==> config.mk <==
export PLATFORM = sky130hd
export DESIGN_NAME = ansi_color_escape_encoder
export DESIGN_NICKNAME = d
export VERILOG_FILES = /design/src/hdl/ace_pkg.sv /design/src/hdl/ace_front.sv /design/src/hdl/ace_queue.sv /design/src/hdl/ace_back.sv /design/src/hdl/ansi_color_escape_encoder.sv
export SDC_FILE = /design/constraint.sdc
export NUM_CORES = 1
export LEC_CHECK = 0
export BUFFER_PORTS_ARGS = -buffer_cell sky130_fd_sc_hd__clkbuf_2
export CORE_MARGIN = 2
export CORE_UTILIZATION = 35
export DETAILED_ROUTE_END_ITERATION = 10
export SLEW_MARGIN = 10
export SYNTH_ARGS = -nofsm -noshare
export SYNTH_HDL_FRONTEND = slang
export SYNTH_SLANG_ARGS = --single-unit
==> constraint.sdc <==
create_clock -name clk -period 4.4 [get_ports clk]
set_input_delay 0.88 -clock clk [delete_from_list [all_inputs] [get_ports clk]]
set_output_delay 0.88 -clock clk [all_outputs]
set_load 0.02 [all_outputs]
==> src/hdl/ace_pkg.sv <==
// Shared types and constants for the ANSI color escape encoder.
`timescale 1ns / 1ps
`default_nettype none
package ace_pkg;

	// Item kinds
	localparam logic [1:0] KIND_SET     = 2'd0;
	localparam logic [1:0] KIND_DATA    = 2'd1;
	localparam logic [1:0] KIND_RESTORE = 2'd2;

	// Attribute byte layout: bold[7], inverse[6], bg[5:3], fg[2:0]
	typedef struct packed {
		logic       bold;
		logic       inverse;
		logic [2:0] bg;
		logic [2:0] fg;
	} attr_t;

	localparam attr_t ATTR_DEFAULT = '{bold: 1'b0, inverse: 1'b0, bg: 3'd0, fg: 3'd7};

	// Byte slots of one output run, in emission order
	localparam int NUM_SLOTS = 15;
	localparam int SLOT_W    = $clog2(NUM_SLOTS);

	localparam logic [SLOT_W-1:0] SLOT_ESC      = 4'd0;
	localparam logic [SLOT_W-1:0] SLOT_BRACKET  = 4'd1;
	localparam logic [SLOT_W-1:0] SLOT_BG_LEAD  = 4'd2;
	localparam logic [SLOT_W-1:0] SLOT_BG_DIGIT = 4'd3;
	localparam logic [SLOT_W-1:0] SLOT_FG_SEP   = 4'd4;
	localparam logic [SLOT_W-1:0] SLOT_FG_LEAD  = 4'd5;
	localparam logic [SLOT_W-1:0] SLOT_FG_DIGIT = 4'd6;
	localparam logic [SLOT_W-1:0] SLOT_INV_SEP  = 4'd7;
	localparam logic [SLOT_W-1:0] SLOT_INV_OFF  = 4'd8;
	localparam logic [SLOT_W-1:0] SLOT_INV_7    = 4'd9;
	localparam logic [SLOT_W-1:0] SLOT_BLD_SEP  = 4'd10;
	localparam logic [SLOT_W-1:0] SLOT_BLD_HEAD = 4'd11;
	localparam logic [SLOT_W-1:0] SLOT_BLD_OFF  = 4'd12;
	localparam logic [SLOT_W-1:0] SLOT_FINAL_M  = 4'd13;
	localparam logic [SLOT_W-1:0] SLOT_DATA     = 4'd14;

	// Character codes
	localparam logic [7:0] CH_ESC   = 8'h1B;
	localparam logic [7:0] CH_LBRK  = 8'h5B;
	localparam logic [7:0] CH_ZERO  = 8'h30;
	localparam logic [7:0] CH_ONE   = 8'h31;
	localparam logic [7:0] CH_TWO   = 8'h32;
	localparam logic [7:0] CH_THREE = 8'h33;
	localparam logic [7:0] CH_FOUR  = 8'h34;
	localparam logic [7:0] CH_SEVEN = 8'h37;
	localparam logic [7:0] CH_SEMI  = 8'h3B;
	localparam logic [7:0] CH_M     = 8'h6D;

	// Input transaction
	typedef struct packed {
		logic [1:0] kind;
		logic [2:0] fg_color;
		logic [2:0] bg_color;
		logic       inverse_on;
		logic       bold_on;
		logic [7:0] data_byte;
	} in_item_t;

	// Output transaction
	typedef struct packed {
		logic [7:0] out_byte;
		logic       last;
	} out_item_t;

	// Classified command handed from front to back
	typedef struct packed {
		logic [NUM_SLOTS-1:0] slots;
		attr_t                attrs;
		logic [7:0]           data_byte;
	} cmd_t;

endpackage
`default_nettype wire

==> src/hdl/ace_front.sv <==
// Front end: accepts transactions, tracks attributes and classifies each run into slot masks.
`timescale 1ns / 1ps
`default_nettype none
module ace_front
	import ace_pkg::*;
(
	input  wire logic     clk,
	input  wire logic     arst_n,
	input  wire logic     item_valid,
	output logic          item_ready,
	input  wire in_item_t item,
	input  wire logic     q_full,
	output logic          q_push,
	output cmd_t          q_cmd
);

	attr_t requested_q;
	attr_t written_q;
	logic  ever_q;

	attr_t a;
	logic  do_bg, do_fg, do_inv, do_bold, any_code;
	logic  take, is_data, is_restore;

	assign item_ready = !q_full;
	assign take       = item_valid && item_ready;
	assign is_data    = (item.kind == KIND_DATA);
	assign is_restore = (item.kind == KIND_RESTORE);

	// Attributes this run must reach, and which codes changed
	always_comb begin
		a        = is_restore ? ATTR_DEFAULT : requested_q;
		do_bg    = !ever_q || (a.bg != written_q.bg);
		do_fg    = !ever_q || (a.fg != written_q.fg);
		do_inv   = !ever_q || (a.inverse != written_q.inverse);
		do_bold  = !ever_q || (a.bold != written_q.bold);
		any_code = do_bg || do_fg || do_inv || do_bold;
	end

	// Slot mask of the run
	always_comb begin
		q_cmd.slots                = '0;
		q_cmd.slots[SLOT_ESC]      = any_code;
		q_cmd.slots[SLOT_BRACKET]  = any_code;
		q_cmd.slots[SLOT_BG_LEAD]  = do_bg;
		q_cmd.slots[SLOT_BG_DIGIT] = do_bg;
		q_cmd.slots[SLOT_FG_SEP]   = do_fg && do_bg;
		q_cmd.slots[SLOT_FG_LEAD]  = do_fg;
		q_cmd.slots[SLOT_FG_DIGIT] = do_fg;
		q_cmd.slots[SLOT_INV_SEP]  = do_inv && (do_bg || do_fg);
		q_cmd.slots[SLOT_INV_OFF]  = do_inv && !a.inverse;
		q_cmd.slots[SLOT_INV_7]    = do_inv;
		q_cmd.slots[SLOT_BLD_SEP]  = do_bold && (do_bg || do_fg || do_inv);
		q_cmd.slots[SLOT_BLD_HEAD] = do_bold;
		q_cmd.slots[SLOT_BLD_OFF]  = do_bold && !a.bold;
		q_cmd.slots[SLOT_FINAL_M]  = any_code;
		q_cmd.slots[SLOT_DATA]     = is_data;
		q_cmd.attrs                = a;
		q_cmd.data_byte            = item.data_byte;
	end

	// A restore with nothing changed yields no run
	assign q_push = take && (is_data || (is_restore && any_code));

	// Attribute state
	always_ff @(posedge clk or negedge arst_n) begin
		if (!arst_n) begin
			requested_q <= ATTR_DEFAULT;
			written_q   <= ATTR_DEFAULT;
			ever_q      <= 1'b0;
		end else if (take) begin
			case (item.kind)
				KIND_SET: begin
					requested_q <= '{bold: item.bold_on, inverse: item.inverse_on,
						bg: item.bg_color, fg: item.fg_color};
				end
				KIND_DATA: begin
					written_q <= a;
					ever_q    <= 1'b1;
				end
				KIND_RESTORE: begin
					requested_q <= ATTR_DEFAULT;
					written_q   <= a;
					ever_q      <= 1'b1;
				end
				default: begin
				end
			endcase
		end
	end

endmodule
`default_nettype wire

==> src/hdl/ace_queue.sv <==
// Small command queue between the front and back ends.
`timescale 1ns / 1ps
`default_nettype none
module ace_queue
	import ace_pkg::*;
#(
	parameter int DEPTH = 4
) (
	input  wire logic clk,
	input  wire logic arst_n,
	input  wire logic push,
	input  wire cmd_t push_cmd,
	input  wire logic pop,
	output logic      full,
	output logic      not_empty,
	output cmd_t      head
);

	localparam int PW = $clog2(DEPTH);
	localparam int CW = $clog2(DEPTH + 1);

	cmd_t          mem_q [DEPTH];
	logic [PW-1:0] wr_ptr_q;
	logic [PW-1:0] rd_ptr_q;
	logic [CW-1:0] count_q;

	assign full      = (count_q == CW'(DEPTH));
	assign not_empty = (count_q != '0);
	assign head      = mem_q[rd_ptr_q];

	// Storage
	always_ff @(posedge clk) begin
		if (push) begin
			mem_q[wr_ptr_q] <= push_cmd;
		end
	end

	// Pointers and fill count
	always_ff @(posedge clk or negedge arst_n) begin
		if (!arst_n) begin
			wr_ptr_q <= '0;
			rd_ptr_q <= '0;
			count_q  <= '0;
		end else begin
			if (push) begin
				wr_ptr_q <= (wr_ptr_q == PW'(DEPTH - 1)) ? '0 : wr_ptr_q + 1'b1;
			end
			if (pop) begin
				rd_ptr_q <= (rd_ptr_q == PW'(DEPTH - 1)) ? '0 : rd_ptr_q + 1'b1;
			end
			if (push && !pop) begin
				count_q <= count_q + 1'b1;
			end else if (pop && !push) begin
				count_q <= count_q - 1'b1;
			end
		end
	end

endmodule
`default_nettype wire

==> src/hdl/ace_back.sv <==
// Back end: walks the slot mask of the head command and drives the output register.
`timescale 1ns / 1ps
`default_nettype none
module ace_back
	import ace_pkg::*;
(
	input  wire logic  clk,
	input  wire logic  arst_n,
	input  wire logic  q_not_empty,
	input  wire cmd_t  q_head,
	output logic       q_pop,
	output logic       res_valid,
	input  wire logic  res_ready,
	output out_item_t  res
);

	logic [NUM_SLOTS-1:0] done_q;
	logic [NUM_SLOTS-1:0] remaining;
	logic [NUM_SLOTS-1:0] pick_mask;
	logic [SLOT_W-1:0]    pick;
	logic                 emit, final_byte;
	logic [7:0]           byte_n;
	logic                 res_valid_q;
	out_item_t            res_q;

	assign remaining = q_head.slots & ~done_q;

	// Lowest pending slot
	always_comb begin
		pick = '0;
		for (int i = NUM_SLOTS - 1; i >= 0; i--) begin
			if (remaining[i]) begin
				pick = SLOT_W'(i);
			end
		end
	end

	assign pick_mask  = NUM_SLOTS'(1) << pick;
	assign final_byte = ((remaining & ~pick_mask) == '0);
	assign emit       = q_not_empty && (!res_valid_q || res_ready);
	assign q_pop      = emit && final_byte;

	// Byte for the chosen slot
	always_comb begin
		case (pick)
			SLOT_ESC:      byte_n = CH_ESC;
			SLOT_BRACKET:  byte_n = CH_LBRK;
			SLOT_BG_LEAD:  byte_n = CH_FOUR;
			SLOT_BG_DIGIT: byte_n = CH_ZERO | {5'd0, q_head.attrs.bg};
			SLOT_FG_SEP:   byte_n = CH_SEMI;
			SLOT_FG_LEAD:  byte_n = CH_THREE;
			SLOT_FG_DIGIT: byte_n = CH_ZERO | {5'd0, q_head.attrs.fg};
			SLOT_INV_SEP:  byte_n = CH_SEMI;
			SLOT_INV_OFF:  byte_n = CH_TWO;
			SLOT_INV_7:    byte_n = CH_SEVEN;
			SLOT_BLD_SEP:  byte_n = CH_SEMI;
			SLOT_BLD_HEAD: byte_n = q_head.attrs.bold ? CH_ONE : CH_TWO;
			SLOT_BLD_OFF:  byte_n = CH_TWO;
			SLOT_FINAL_M:  byte_n = CH_M;
			SLOT_DATA:     byte_n = q_head.data_byte;
			default:       byte_n = CH_ESC;
		endcase
	end

	// Progress through the head command
	always_ff @(posedge clk or negedge arst_n) begin
		if (!arst_n) begin
			done_q <= '0;
		end else if (emit) begin
			done_q <= final_byte ? '0 : (done_q | pick_mask);
		end
	end

	// Output register
	always_ff @(posedge clk or negedge arst_n) begin
		if (!arst_n) begin
			res_valid_q <= 1'b0;
		end else if (emit) begin
			res_valid_q <= 1'b1;
		end else if (res_ready) begin
			res_valid_q <= 1'b0;
		end
	end

	always_ff @(posedge clk) begin
		if (emit) begin
			res_q <= '{out_byte: byte_n, last: final_byte};
		end
	end

	assign res_valid = res_valid_q;
	assign res       = res_q;

endmodule
`default_nettype wire

==> src/hdl/ansi_color_escape_encoder.sv <==
// Top level of the ANSI color escape encoder.
`timescale 1ns / 1ps
`default_nettype none
// Inserts ANSI SGR escape runs into a terminal byte stream. A set-color
// transaction records attributes and yields nothing; a data transaction yields
// ESC '[' plus the changed codes (background, foreground, inverse, bold) and 'm',
// followed by its byte marked last; a restore transaction yields the run alone.
// The front end takes one transaction per cycle while the command queue has
// room; the back end sends one output byte per cycle while a command waits
// and the output is ready. Plain text bytes with unchanged attributes pass at
// one per cycle while the output is ready. QUEUE_DEPTH sets how many
// classified runs can wait between the two ends.
module ansi_color_escape_encoder
	import ace_pkg::*;
#(
	parameter int QUEUE_DEPTH = 4
) (
	input  wire logic      clk,
	input  wire logic      arst_n,
	input  wire logic      item_valid,
	output logic           item_ready,
	input  wire in_item_t  item,
	output logic           res_valid,
	input  wire logic      res_ready,
	output out_item_t      res
);

	logic q_full, q_push, q_pop, q_not_empty;
	cmd_t q_cmd, q_head;

	ace_front u_front (
		.clk        (clk),
		.arst_n     (arst_n),
		.item_valid (item_valid),
		.item_ready (item_ready),
		.item       (item),
		.q_full     (q_full),
		.q_push     (q_push),
		.q_cmd      (q_cmd)
	);

	ace_queue #(
		.DEPTH (QUEUE_DEPTH)
	) u_queue (
		.clk       (clk),
		.arst_n    (arst_n),
		.push      (q_push),
		.push_cmd  (q_cmd),
		.pop       (q_pop),
		.full      (q_full),
		.not_empty (q_not_empty),
		.head      (q_head)
	);

	ace_back u_back (
		.clk         (clk),
		.arst_n      (arst_n),
		.q_not_empty (q_not_empty),
		.q_head      (q_head),
		.q_pop       (q_pop),
		.res_valid   (res_valid),
		.res_ready   (res_ready),
		.res         (res)
	);

endmodule
`default_nettype wire

==> results.cfg <==
[critical_path]
crit_path_frequent_cell = nand2_1
cp-end-kind = flip-flop
crit_chain = mux2_1, a22oi_1, nand2_1, o311ai_4, nand2_1, o211a_1, a2111oi_4, nand3_4, ha_1, inv_1, fa_1, mux2_2
startpoint_type = flip-flop
slowest_delay_ns = 0.50
worstPathMaxFanout = 10
crit_required_ns = 4.71
cpMaxStageDelayCell = o311ai_4
path_class = flip-flop to flip-flop
cp.arrival_ns = 4.48

[worst_hold_path]
hold_class = flip-flop to flip-flop

[synthesis]
synthesis.area_mm2 = 0.007049
ys_seq_area_frac = 0.6244
syn_nets = 521
synth_top_area_cell = edfxtp_1
synth_cell_types = 69
syn_area_per_cell_um2 = 14.42
synth_top_area_frac = 0.4814
async_flop_share = 0.2614
yosysMostFrequentCell = edfxtp_1
synth_area_leaders = edfxtp_1 48%, dfrtp_1 12%, mux4_2 7.0%
yosysWarnings = 0
yosys-top-cells-count = 113 x edfxtp_1, 34 x dfrtp_1, 31 x nand2_1, 29 x nor2_1, 22 x mux4_2
ys_ff_latch = 153
syn-instance-count = 489
synth-edff-count = 113
synth_ff_type = edfxtp_1

[final_layout]
fillers = 1809
syn_to_final_growth_pct = 17.11
multi_input_area_mm2 = 0.002507
register_area_mm2 = 0.004407
fin_nets = 587
antenna_cells = 0
drive_gt1_frac = 0.2729
finalInstanceArea_mm2 = 0.008255

[cts]
root_buffer = clkbuf_16
clkLatencyLatePin_ns = 0.42
cts_tree = done
ctsResizeCount = 0
htreeDepth = 4
cts_sinks = 153
cts_buffer_depth = 2
cts_hold_buf = 0
cts_inserted_buffers = 17
path_clk_slew_ns = 0.06
post_cts_buffers = 0

[sta]
finalHoldViolations = 0
maxSlewHeadroom = 0.3911
rsz0062_at_grt = no
timing.fmax_ghz = 0.2395
maxSlewViolCount = 0
final.period_utilization = 0.9490
setup_viol = 0
post-route-min-period_ns = 4.176
fin_ws_ns = 0.2243
tns_ns = 0
fin_skew_ns = 0.006748
hold_ws_ns = 0.4738
tightest_slew_ns = 0.9093

[job]
max_cap_viol_count = 0

[routing]
drtAntennaViolNets = 0
vias_per_cell = 5.098
routed_wl_mm = 15.05
dr.pass1.iters = 5
drcViolationCount = 0
wl_per_cell_um = 18.06
vias = 4247
drt_iter0_markers = 315

[outcome]
outcome = complete, no violations

[placement]
dpl_cell_area_mm2 = 0.007676
dp_hpwl_mm = 10.85
globalplace.congestion = 0.9734
io_buffers = 32
pre_cts_slack_ns = 0.1994

[floorplan]
start_util = 0.3598
coreArea_mm2 = 0.01959
die_x_um = 145.9
die-area_mm2 = 0.02129
die_y_um = 145.9
io_pins = 33
rows = 51

[global_routing]
overflow = 0
grt_usage = 0.1470
grt_max_degree = 41
grt_pass1_wl_mm = 23.95
antenna_found_initial = 0
grt_pass1_vias = 4360

[pwr]
p_leak_nw = 3.003
vdd_drop_max_mv = 0.3466
p_per_area_mw_per_mm2 = 758.1
-- metal layers --
metal | routed length [um] | share of wire | global-route usage | vias up
met5 | 0 | 0 | 0 | -
met4 | 320 | 0.021 | 0.05441 | 0
met3 | 718 | 0.048 | 0.03668 | 25
met2 | 7275 | 0.48 | 0.2392 | 109
met1 | 6734 | 0.45 | 0.1910 | 2116
li1 | - | - | - | 1997
-- sequential cells by signal (all words and copies together) (netlist names) --
signal               count
u_queue.rd_ptr_q         2
u_front.ever_q           1
u_front.requested_q      8
u_back.done_q           15
u_back.res               9
u_front.written_q        8
u_queue.mem_q          104
u_queue.wr_ptr_q         2
u_queue.count_q          3
u_back.res_valid         1
-- layout by cell type (no fill, tap or decap), types with 3 or more instances in the layout --
cell type  instances
mux4_2            22
edfxtp_1         113
nor2_1            29
a21oi_1           17
or2_2              3
mux2_2            12
clkbuf_16         17
clkinv_4           3
clkbuf_2          32
o211ai_1           5
o21a_1            15
clkinv_2           3
buf_4             27
ha_1               9
xnor2_1            5
a2111oi_4          3
dfrtp_1           32
and3_1             3
o21ai_0           16
inv_1             18
nand3_1           14
mux2i_1            4
a31oi_1            5
mux2_4             4
clkinv_1           3
dfstp_2            6
nor3_1             9
xor2_1             3
and2_1            12
nand2b_1          19
nor2b_1           13
nand2_1           31
o22ai_1            4
-- worst max-delay path: cells and delay by family, from the launching register on --
family,cells,cell delay (ns)
flip-flops,1,0.49
AND/OR/NAND/NOR,3,0.61
adder cells (fa/ha/maj),2,0.61
AO/OA/AOI/OAI,4,1.62
buffers and inverters,1,0.09
multiplexers,2,0.62
-- power by group --
part | internal [mW] | switching, mW | leakage [nW]
Clock | 0.835 | 0.579 | 0.280
Combinational | 1.06 | 1.57 | 1.24
Sequential | 2.03 | 0.193 | 1.49
Total | 3.92 | 2.34 | 3.00
-- through the flow --
step	util	std cells	power (mW)
6_report	0.4214	833	6.259
4_1_cts	0.4212	833	6.285
2_1_floorplan	-	489	4.036
3_5_place_dp	0.3918	801	4.854
3_3_place_gp	0.3918	801	4.823
5_1_grt	0.4214	833	6.616
-- logic make-up after synthesis --
logic type,count (synthesis),synth area share
AOI/OAI and AO/OA,92,0.1037
xor gates and xnor gates,8,0.009940
adders and majority gates,10,0.01881
buffers and inverters,31,0.01988
DFF,153,0.6244
muxes,44,0.1069
and+or+nand+nor,151,0.1164
-- area by class of cell --
class	instances	share of cell area
clock buffer	17	0.05153
clock inverter	15	0.01819
timing repair buffer	59	0.04395
sequential	153	0.5338
multi-input combinational	305	0.3037
tap	265	0.04016
inverter	19	0.008639
-- worst paths after layout --
path / slack (ns) / to / cells after the start / start
setup / recovery: 0.22 / u_queue.count_q[1]$_DFFE_PN0P_ / 12 / u_queue.rd_ptr_q[1]$_DFFE_PN0P_
max in group asynchronous: 3.45 / u_queue.rd_ptr_q[0]$_DFFE_PN0P_ / 2 / arst_n
hold / removal: 0.47 / u_front.requested_q[6]$_DFFE_PN0P_ / 2 / u_front.requested_q[6]$_DFFE_PN0P_
setup reg to reg: 0.22 / u_queue.count_q[1]$_DFFE_PN0P_ / 12 / u_queue.rd_ptr_q[1]$_DFFE_PN0P_
hold reg to reg: 0.47 / u_front.requested_q[6]$_DFFE_PN0P_ / 2 / u_front.requested_q[6]$_DFFE_PN0P_
min in group asynchronous: 0.52 / u_front.requested_q[4]$_DFFE_PN0P_ / 2 / arst_n
Power figures use the tool's default switching activity.
